`config.mk`:
```
export PLATFORM = sky130hd
export DESIGN_NAME = lru_page_replacement
export DESIGN_NICKNAME = d
export VERILOG_FILES = /design/src/rtl/lrup_pkg.sv /design/src/rtl/lrup_ram.sv /design/src/rtl/lru_page_replacement.sv
export SDC_FILE = /design/constraint.sdc
export NUM_CORES = 1
export LEC_CHECK = 0
export BUFFER_PORTS_ARGS = -buffer_cell sky130_fd_sc_hd__clkbuf_2
export CAP_MARGIN = 20
export CORE_AREA = 2 2 257 259
export DETAILED_ROUTE_END_ITERATION = 10
export DIE_AREA = 0 0 259 261
export HOLD_SLACK_MARGIN = 0.03
export PLACE_DENSITY = 0.53
export SLEW_MARGIN = 20
export SYNTH_ARGS = -nofsm -noshare
export SYNTH_HDL_FRONTEND = slang
export SYNTH_SLANG_ARGS = --single-unit
```
`constraint.sdc`:
```
create_clock -name clock -period 7.27 [get_ports clock]
set_input_delay 1.0905 -clock clock [delete_from_list [all_inputs] [get_ports clock]]
set_output_delay 1.0905 -clock clock [all_outputs]
set_load 0.01 [all_outputs]
```
`src/rtl/lrup_pkg.sv`:
```
// shared types, constants and helpers for the lru page replacement block
`timescale 1ns / 1ps
`default_nettype none
package lrup_pkg;

   localparam int FRAMES     = 8;
   localparam int PAGE_BITS  = 16;
   localparam int FRAME_BITS = (FRAMES > 1) ? $clog2(FRAMES) : 1;
   localparam int COUNT_BITS = $clog2(FRAMES + 1);
   localparam int AGE_BITS   = 16;
   localparam int TOTAL_BITS = 32;

   localparam logic [AGE_BITS-1:0]   AGE_MAX   = {AGE_BITS{1'b1}};
   localparam logic [TOTAL_BITS-1:0] TOTAL_MAX = {TOTAL_BITS{1'b1}};

   // configuration port
   localparam int CSR_ADDR_BITS  = 3;
   localparam int CSR_DATA_BITS  = 32;
   localparam int FC_BITS        = 4;
   localparam logic [0:0] REG_FRAME_COUNT = 1'b0;
   localparam logic [FC_BITS-1:0] FRAME_COUNT_RESET = 4'd4;

   typedef struct packed {
      logic [15:0] page;
      logic        last_ref;
   } req_type;

   typedef struct packed {
      logic        fault;
      logic [2:0]  frame_slot;
      logic [31:0] fault_total;
      logic        final_res;
   } rsp_type;

   typedef enum logic [1:0] {
      ST_IDLE,
      ST_SCAN,
      ST_FINISH
   } state_type;

   // clamp the programmed frame count to 1..FRAMES
   function automatic logic [COUNT_BITS-1:0] frames_in_use(input logic [FC_BITS-1:0] fc);
      logic [COUNT_BITS-1:0] n;
      if (fc == '0) begin
         n = COUNT_BITS'(1);
      end else if (32'(fc) > 32'(FRAMES)) begin
         n = COUNT_BITS'(FRAMES);
      end else begin
         n = COUNT_BITS'(fc);
      end
      return n;
   endfunction

endpackage
`default_nettype wire

```
`src/rtl/lrup_ram.sv`:
```
// generic single-port-write, registered-read ram
`timescale 1ns / 1ps
`default_nettype none
module lrup_ram #(
   parameter int WIDTH = 16,
   parameter int DEPTH = 8
) (
   input  wire logic                                  clock,
   input  wire logic                                  we,
   input  wire logic [((DEPTH > 1) ? $clog2(DEPTH) : 1)-1:0] waddr,
   input  wire logic [WIDTH-1:0]                      wdata,
   input  wire logic                                  re,
   input  wire logic [((DEPTH > 1) ? $clog2(DEPTH) : 1)-1:0] raddr,
   output      logic [WIDTH-1:0]                      rdata
);

   logic [WIDTH-1:0] mem [DEPTH];

   always_ff @(posedge clock) begin
      if (we) begin
         mem[waddr] <= wdata;
      end
      if (re) begin
         rdata <= mem[raddr];
      end
   end

endmodule
`default_nettype wire

```
`src/rtl/lru_page_replacement.sv`:
```
// top level of the lru page replacement block
//
//   channel | direction | handshake              | beat
//   req     | in        | req_valid / req_stall  | req_data  (page, last_ref)
//   rsp     | out       | rsp_valid / rsp_stall  | rsp_data  (fault, frame_slot, fault_total,
//           |           |                        |            final_res)
//   csr     | in        | csr_psel / csr_penable | frame_count at byte addresses 0 to 3
//
// an item is accepted; each filled frame in use is then read from the page and age rams,
// each returned entry is compared and aged, and a write-back step writes back and
// registers the result; with no filled frame in use the scan is skipped
// reset is synchronous: ages read as zero through per-frame valid bits, counts clear at once
// the next request beat is taken while the result beat waits; the write-back stage holds
// only if the previous result beat is still stalled
`timescale 1ns / 1ps
`default_nettype none
module lru_page_replacement (
   input  wire logic                                  clock,
   input  wire logic                                  reset,
   // request channel
   input  wire logic                                  req_valid,
   output      logic                                  req_stall,
   input  wire lrup_pkg::req_type                     req_data,
   // result channel
   output      logic                                  rsp_valid,
   input  wire logic                                  rsp_stall,
   output      lrup_pkg::rsp_type                     rsp_data,
   // configuration port
   input  wire logic                                  csr_psel,
   input  wire logic                                  csr_penable,
   input  wire logic                                  csr_pwrite,
   input  wire logic [lrup_pkg::CSR_ADDR_BITS-1:0]    csr_paddr,
   input  wire logic [lrup_pkg::CSR_DATA_BITS-1:0]    csr_pwdata,
   output      logic [lrup_pkg::CSR_DATA_BITS-1:0]    csr_prdata,
   output      logic                                  csr_pready
);

   localparam int FB = lrup_pkg::FRAME_BITS;
   localparam int CB = lrup_pkg::COUNT_BITS;
   localparam int AB = lrup_pkg::AGE_BITS;
   localparam int PB = lrup_pkg::PAGE_BITS;
   localparam int TB = lrup_pkg::TOTAL_BITS;

   // ---------------------------------------------------------------- configuration
   logic [lrup_pkg::FC_BITS-1:0] frame_count_ff, frame_count_in;
   logic                         csr_wr;
   logic                         csr_hit;

   assign csr_pready = 1'b1;
   assign csr_hit    = (csr_paddr[2] == lrup_pkg::REG_FRAME_COUNT);
   assign csr_wr     = csr_psel && csr_penable && csr_pwrite && csr_pready;

   always_comb begin
      frame_count_in = frame_count_ff;
      if (csr_wr && csr_hit) begin
         frame_count_in = csr_pwdata[lrup_pkg::FC_BITS-1:0];
      end
   end

   always_comb begin
      csr_prdata = '0;
      if (csr_hit) begin
         csr_prdata = lrup_pkg::CSR_DATA_BITS'(frame_count_ff);
      end
   end

   // ---------------------------------------------------------------- state
   lrup_pkg::state_type state_ff, state_in;

   logic [PB-1:0]     page_ff, page_in;        // page under test
   logic              last_ff, last_in;
   logic [CB-1:0]     active_ff, active_in;    // filled frames in use
   logic [CB-1:0]     nuse_ff, nuse_in;        // frames in use
   logic [CB-1:0]     filled_ff, filled_in;
   logic [TB-1:0]     faults_ff, faults_in;
   logic [CB-1:0]     issue_ff, issue_in;      // next frame to read
   logic              rd_vld_ff, rd_vld_in;    // ram data for rd_idx is on the output
   logic [FB-1:0]     rd_idx_ff, rd_idx_in;
   logic              hit_ff, hit_in;
   logic [FB-1:0]     hit_slot_ff, hit_slot_in;
   logic [AB-1:0]     best_age_ff, best_age_in;
   logic [FB-1:0]     best_slot_ff, best_slot_in;
   logic [lrup_pkg::FRAMES-1:0] age_vld_ff, age_vld_in;
   logic              rsp_valid_ff, rsp_valid_in;
   lrup_pkg::rsp_type rsp_data_ff, rsp_data_in;

   // ram ports
   logic          page_we, age_we, ram_re;
   logic [FB-1:0] page_waddr, age_waddr, ram_raddr;
   logic [PB-1:0] page_wdata, page_rdata;
   logic [AB-1:0] age_wdata, age_rdata;

   lrup_ram #(.WIDTH(PB), .DEPTH(lrup_pkg::FRAMES)) u_page_ram (
      .clock (clock),
      .we    (page_we),
      .waddr (page_waddr),
      .wdata (page_wdata),
      .re    (ram_re),
      .raddr (ram_raddr),
      .rdata (page_rdata)
   );

   lrup_ram #(.WIDTH(AB), .DEPTH(lrup_pkg::FRAMES)) u_age_ram (
      .clock (clock),
      .we    (age_we),
      .waddr (age_waddr),
      .wdata (age_wdata),
      .re    (ram_re),
      .raddr (ram_raddr),
      .rdata (age_rdata)
   );

   // ---------------------------------------------------------------- handshake
   logic req_take;
   logic rsp_take;
   logic fin_go;

   assign req_stall = (state_ff != lrup_pkg::ST_IDLE);
   assign req_take  = req_valid && !req_stall;
   assign rsp_valid = rsp_valid_ff;
   assign rsp_data  = rsp_data_ff;
   assign rsp_take  = rsp_valid_ff && !rsp_stall;
   // write-back may go once the output register is free or being emptied
   assign fin_go    = (state_ff == lrup_pkg::ST_FINISH) && (!rsp_valid_ff || !rsp_stall);

   // ---------------------------------------------------------------- scan datapath
   logic [CB-1:0] n_now;
   logic [CB-1:0] act_now;
   logic [AB-1:0] cur_age;
   logic [AB-1:0] new_age;
   logic          is_match;
   logic          scan_done;
   logic          miss;
   logic          use_empty;
   logic [FB-1:0] fill_slot;
   logic [TB-1:0] faults_inc;

   assign n_now   = lrup_pkg::frames_in_use(frame_count_ff);
   assign act_now = (filled_ff < n_now) ? filled_ff : n_now;

   // an age entry never written since reset or the last string end reads as zero
   assign cur_age  = age_vld_ff[rd_idx_ff] ? age_rdata : '0;
   assign is_match = rd_vld_ff && !hit_ff && (page_rdata == page_ff);
   always_comb begin
      if (is_match) begin
         new_age = '0;
      end else if (cur_age == lrup_pkg::AGE_MAX) begin
         new_age = cur_age;
      end else begin
         new_age = cur_age + AB'(1);
      end
   end

   // the last read's data is on the ram output once every read has been issued
   assign scan_done = rd_vld_ff && (issue_ff == active_ff);

   assign miss       = !hit_ff;
   assign use_empty  = (active_ff < nuse_ff);
   assign fill_slot  = use_empty ? active_ff[FB-1:0] : best_slot_ff;
   assign faults_inc = (faults_ff == lrup_pkg::TOTAL_MAX) ? faults_ff : faults_ff + TB'(1);

   // ---------------------------------------------------------------- next state
   always_comb begin
      state_in = state_ff;
      unique case (state_ff)
         lrup_pkg::ST_IDLE: begin
            if (req_take) begin
               state_in = (act_now == '0) ? lrup_pkg::ST_FINISH : lrup_pkg::ST_SCAN;
            end
         end
         lrup_pkg::ST_SCAN: begin
            if (scan_done) begin
               state_in = lrup_pkg::ST_FINISH;
            end
         end
         lrup_pkg::ST_FINISH: begin
            if (fin_go) begin
               state_in = lrup_pkg::ST_IDLE;
            end
         end
         default: state_in = lrup_pkg::ST_IDLE;
      endcase
   end

   // ---------------------------------------------------------------- datapath and outputs
   always_comb begin
      page_in      = page_ff;
      last_in      = last_ff;
      active_in    = active_ff;
      nuse_in      = nuse_ff;
      filled_in    = filled_ff;
      faults_in    = faults_ff;
      issue_in     = issue_ff;
      rd_vld_in    = 1'b0;
      rd_idx_in    = rd_idx_ff;
      hit_in       = hit_ff;
      hit_slot_in  = hit_slot_ff;
      best_age_in  = best_age_ff;
      best_slot_in = best_slot_ff;
      age_vld_in   = age_vld_ff;
      rsp_valid_in = rsp_valid_ff && !rsp_take;
      rsp_data_in  = rsp_data_ff;

      ram_re     = 1'b0;
      ram_raddr  = issue_ff[FB-1:0];
      page_we    = 1'b0;
      page_waddr = fill_slot;
      page_wdata = page_ff;
      age_we     = 1'b0;
      age_waddr  = rd_idx_ff;
      age_wdata  = new_age;

      unique case (state_ff)
         lrup_pkg::ST_IDLE: begin
            if (req_take) begin
               page_in      = PB'(req_data.page);
               last_in      = req_data.last_ref;
               active_in    = act_now;
               nuse_in      = n_now;
               issue_in     = '0;
               hit_in       = 1'b0;
               hit_slot_in  = '0;
               best_age_in  = '0;
               best_slot_in = '0;
            end
         end
         lrup_pkg::ST_SCAN: begin
            // issue one read per cycle
            if (issue_ff < active_ff) begin
               ram_re    = 1'b1;
               rd_vld_in = 1'b1;
               rd_idx_in = issue_ff[FB-1:0];
               issue_in  = issue_ff + CB'(1);
            end
            // compare, age and track the oldest on the returned entry
            if (rd_vld_ff) begin
               age_we                = 1'b1;
               age_vld_in[rd_idx_ff] = 1'b1;
               if (is_match) begin
                  hit_in      = 1'b1;
                  hit_slot_in = rd_idx_ff;
               end else if (new_age > best_age_ff) begin
                  best_age_in  = new_age;
                  best_slot_in = rd_idx_ff;
               end
            end
         end
         lrup_pkg::ST_FINISH: begin
            if (fin_go) begin
               rsp_valid_in          = 1'b1;
               rsp_data_in.fault     = miss;
               rsp_data_in.final_res = last_ff;
               if (miss) begin
                  page_we                 = 1'b1;
                  age_we                  = 1'b1;
                  age_waddr               = fill_slot;
                  age_wdata               = '0;
                  age_vld_in[fill_slot]   = 1'b1;
                  faults_in               = faults_inc;
                  rsp_data_in.frame_slot  = 3'(fill_slot);
                  rsp_data_in.fault_total = 32'(faults_inc);
                  if (use_empty) begin
                     filled_in = active_ff + CB'(1);
                  end
               end else begin
                  rsp_data_in.frame_slot  = 3'(hit_slot_ff);
                  rsp_data_in.fault_total = 32'(faults_ff);
               end
               // end of reference string: ages, fill count and total start afresh
               if (last_ff) begin
                  age_vld_in = '0;
                  filled_in  = '0;
                  faults_in  = '0;
               end
            end
         end
         default: begin
         end
      endcase
   end

   // ---------------------------------------------------------------- registers
   always_ff @(posedge clock) begin
      if (reset) begin
         state_ff       <= lrup_pkg::ST_IDLE;
         frame_count_ff <= lrup_pkg::FRAME_COUNT_RESET;
         filled_ff      <= '0;
         faults_ff      <= '0;
         age_vld_ff     <= '0;
         rd_vld_ff      <= 1'b0;
         rsp_valid_ff   <= 1'b0;
         issue_ff       <= '0;
         hit_ff         <= 1'b0;
      end else begin
         state_ff       <= state_in;
         frame_count_ff <= frame_count_in;
         filled_ff      <= filled_in;
         faults_ff      <= faults_in;
         age_vld_ff     <= age_vld_in;
         rd_vld_ff      <= rd_vld_in;
         rsp_valid_ff   <= rsp_valid_in;
         issue_ff       <= issue_in;
         hit_ff         <= hit_in;
      end
   end

   always_ff @(posedge clock) begin
      page_ff      <= page_in;
      last_ff      <= last_in;
      active_ff    <= active_in;
      nuse_ff      <= nuse_in;
      rd_idx_ff    <= rd_idx_in;
      hit_slot_ff  <= hit_slot_in;
      best_age_ff  <= best_age_in;
      best_slot_ff <= best_slot_in;
      rsp_data_ff  <= rsp_data_in;
   end

   // ---------------------------------------------------------------- checks
`ifndef SYNTHESIS
   a_filled_range: assert property (@(posedge clock) disable iff (reset)
      32'(filled_ff) <= lrup_pkg::FRAMES)
      else $error("fill count beyond frame count");

   a_issue_bound: assert property (@(posedge clock) disable iff (reset)
      (state_ff == lrup_pkg::ST_SCAN) |-> (issue_ff <= active_ff))
      else $error("frame scan ran past the filled frames");

   a_finish_result: assert property (@(posedge clock) disable iff (reset)
      fin_go |=> (rsp_valid_ff && (state_ff == lrup_pkg::ST_IDLE)))
      else $error("write-back did not register a result");

   a_hit_no_count: assert property (@(posedge clock) disable iff (reset)
      (fin_go && hit_ff && !last_ff) |=> $stable(faults_ff) && $stable(filled_ff))
      else $error("hit changed fault total or fill count");
`endif

endmodule
`default_nettype wire
```
==> results.md <==
- Outcome: finished, final reports clean
- Hold slack: around 500 ps
- DR vias/cell: 4.95
- Number of clock sinks: about 430
- Levels on crit path: 17
- Worst Path Required: around 7600 ps
- Syn Inst Count: between 1000 and 1500
- Worst-Margin Slew: 1100 ps
- Syn Std Cell Area: just under 20000 um^2
- Reg power frac: 48.5%
- Residual DRC: 0
- # diodes: 0
- Setup Buffers After CTS: 0
- Yosys warns: 0
- Gr usage total: around an eighth
- Final Power: approximately 6.7 mW
- Setup TNS: 0 ps
- Post-Synth XOR/XNOR Area: 2.41%
- Switching Power: between 1.5 and 2 mW
- CP cell instances: mux4_2 > mux2i_4 > buf_4 > nor2b_1 > ha_1 > nand4_1 > nor4_1 > nor3_1 > o21ai_0 > nor2_1 > ha_1 > nand2_1 > nor3_1 > a2111oi_0 > o21a_1 > a2bb2oi_2 > buf_4
- Post-route cell area: approximately 22000 um^2
- Period utilisation layout: between 70% and 80%
- Die Span Y: about 260 um
- Adder-cell share of the synthesized area: under 10%
- Core area: approximately 65000 um^2
- Critical Path AT: 5610 ps
- Crit path buffers/inverters: 2
- Die X: around 260 um
- TritonCTS buffer count: 47
- Hold_buf cts: 0
- Drt wl/cell: around 19 um
- Clock slew at reported path FFs: approximately 60 ps
- Final wirelength: 42900 um
- RSZ-0062 raised after global routing: false
- CTS HTree Levels: 2
- Half-perimeter wire length after placement: between 20000 and 30000 um
- Final setup fails: 0
- I/O pins: around 130
- Max Slew Vio Count: 0
- Post-cts sizing count: 0
- CP endpoint kind: register
- Vias in the first global route: approximately 11000
- Fmax: 0.188 GHz
- Worst-skew pair later-pin latency: 610 ps
- Min Tclk post-route: between 5000 and 6000 ps
- Sw frac: between 20% and 30%
- Most frequent cells in the layout: edfxtp_1, clkbuf_2, mux4_2
- Clock tree buffer depth: 3
- Hold Vio Cnt, Final: 0
- CP max FO: 39
- Layout area overhead: 15.6%
- CTS Root Cell: clkbuf_16
- Share of synthesized registers carrying an async set or reset: 0%
- RD Place Congestion: 0.847
- Port-buffer cells: between 70 and 80
- CTS tree: done
- Synth unique cells: 68
- Critical path's top delay family: simple AND/OR/NAND/NOR gates
- Post-synth top flop: edfxtp_1
- R2R cell count: 17
- Finished Core Util: around a third
- Simple-gate share of the synthesized area: about a tenth
- Critical path launch point type: register
- Seq/Total Area, Yosys: between 60% and 70%
- NumNets Final: 1503
- Die area: a little under 70000 um^2
- Post-synthesis mux area share: a little over a tenth
- Main combinational cell family by area after synthesis: multiplexers
- Initial antenna violation count: 2
- Final ANT Viol Nets: 0
- Vias: approximately 11000
- DR iter-0 viols: between 900 and 1000
- Synth Register Bits: between 400 and 500
- Drt first pass iters: 6
- Worst Hold Class: register to register
- Max cap viols: 0
- Largest net degree at the start of global routing: a little under 70
- Max Clock Skew: 37.3 ps
- Internal: ~4.8 mW
- Syn_area_per_cell: 14.4 um^2
- Power per cell area: just over 300 nW/um^2
- Initial Util: 29.6%
- Leakage power: roughly 7.3 nW
- Post-synth EDFFs: approximately 380
- Peak VDD IR: 149 uV
- Most common cell after layout, fill and taps aside: edfxtp_1
- Compound-Gate Fraction of Synth Area: ~6.6%
- Placed inst area: slightly above 20000 um^2
- Clock power share: 34.7%
- Comb power frac: 16.7%
- WS Path Type: register to register
- Slew headroom: 26.1%
- WHS Path Cells: 2
- Rows: 94
- Largest stage delay on the critical path: 720 ps
- First-pass GRT wire length: between 60000 and 70000 um
- GR Overflow Total: 0
- Share of post-route cells with drive strength above 1: 21.7%
- CP max stage cell: nor4_1
## worst paths after layout
| path | endpoint | from | slack [ps] |
|---|---|---|---|
| max | best_age_ff[8] | rd_idx_ff[0] | 1940 |
| min | filled_ff[3] | filled_ff[3] | 500 |
| max reg2reg | best_age_ff[8] | rd_idx_ff[0] | 1940 |
| min reg2reg | filled_ff[3] | filled_ff[3] | 500 |
## final cells by class
| cell class | count | area, um^2 |
|---|---|---|
| clock buffer | 64 | 1350 |
| clock inverter | 22 | 183 |
| fill | 6262 | 42800 |
| inverter | 47 | 176 |
| multi-input combinational | 780 | 6420 |
| sequential | 432 | 12400 |
| tap | 864 | 1080 |
| timing repair buffer | 103 | 597 |
## routing by layer
layer	routed length [um]	global-route usage, %
met2	20100	20.1
met3	2190	2.41
met4	1010	4.67
met5	14	0
met1	19600	17.0
## power by group through the flow
stage               Clock, mW  Combinational, mW  Sequential, mW
floorplan                   0              0.716            3.27
global placement            0               1.10            3.30
detailed placement          0               1.12            3.31
CTS                      2.39               1.12            3.26
global route             2.49               1.24            3.29
finish                   2.33               1.12            3.25
## tightest hold or removal path: cells and delay by family (launching register included)
| family | cells | cell delay, ps |
|---|---|---|
| AND/OR/NAND/NOR | 1 | 60 |
| multiplexers | 1 | 60 |
| flip-flops | 1 | 330 |
## per-stage QoR
step | setup slack [ps] | std cells
finish | 1940 | 2312
global route | 1570 | 2312
CTS | 1970 | 2311
detailed placement | 1980 | 2225
global placement | 2040 | 2225
floorplan | 2090 | 1359
## logic make-up (layout without fill, tap and decap cells)
| group | count (synthesis) | in the layout |
|---|---|---|
| AND/OR/NAND/NOR | 363 | 363 |
| other | 2 | 29 |
| multiplexers | 118 | 118 |
| adder cells (fa/ha/maj) | 33 | 33 |
| buffers and inverters | 147 | 236 |
| XOR/XNOR | 53 | 53 |
| AO/OA/AOI/OAI | 184 | 184 |
| flip-flops | 432 | 432 |
## cells in the mapped netlist, drive strengths merged, types with 3 or more instances
cell / instances / area share (%)
mux2: 38 / 2.2
or4: 12 / 0.47
nor3: 76 / 2.0
a211oi: 10 / 0.39
a21oi: 32 / 0.83
nor4b: 4 / 0.18
mux2i: 14 / 0.73
edfxtp: 375 / 59
and4: 7 / 0.32
and3: 10 / 0.33
mux4: 66 / 7.7
nand4: 19 / 0.70
buf: 50 / 1.7
xnor2: 17 / 0.77
nor4: 40 / 1.4
xor2: 36 / 1.6
a31oi: 11 / 0.36
ha: 33 / 2.1
nor2b: 11 / 0.36
o22ai: 5 / 0.16
o21ai: 33 / 0.86
and2: 5 / 0.16
o211ai: 15 / 0.59
nand3: 38 / 0.99
o21a: 10 / 0.39
inv: 46 / 0.90
nand2: 63 / 1.2
clkbuf: 50 / 0.98
nor2: 56 / 1.1
o221ai: 8 / 0.36
dfxtp: 57 / 5.9
a21boi: 3 / 0.14
nand2b: 7 / 0.23
a21o: 6 / 0.23
o311ai: 15 / 0.68
o31ai: 17 / 0.69
or3: 10 / 0.33
## flip-flops by register name, summed over array words and instances (netlist names), 8 cells and up
name	flops
faults_ff	32
page_ff	16
age_vld_ff	8
u_age_ram.mem	128
rsp_data	37
u_page_ram.mem	128
u_age_ram.rdata	16
u_page_ram.rdata	16
best_age_ff	16
Power figures use the tool's default switching activity.
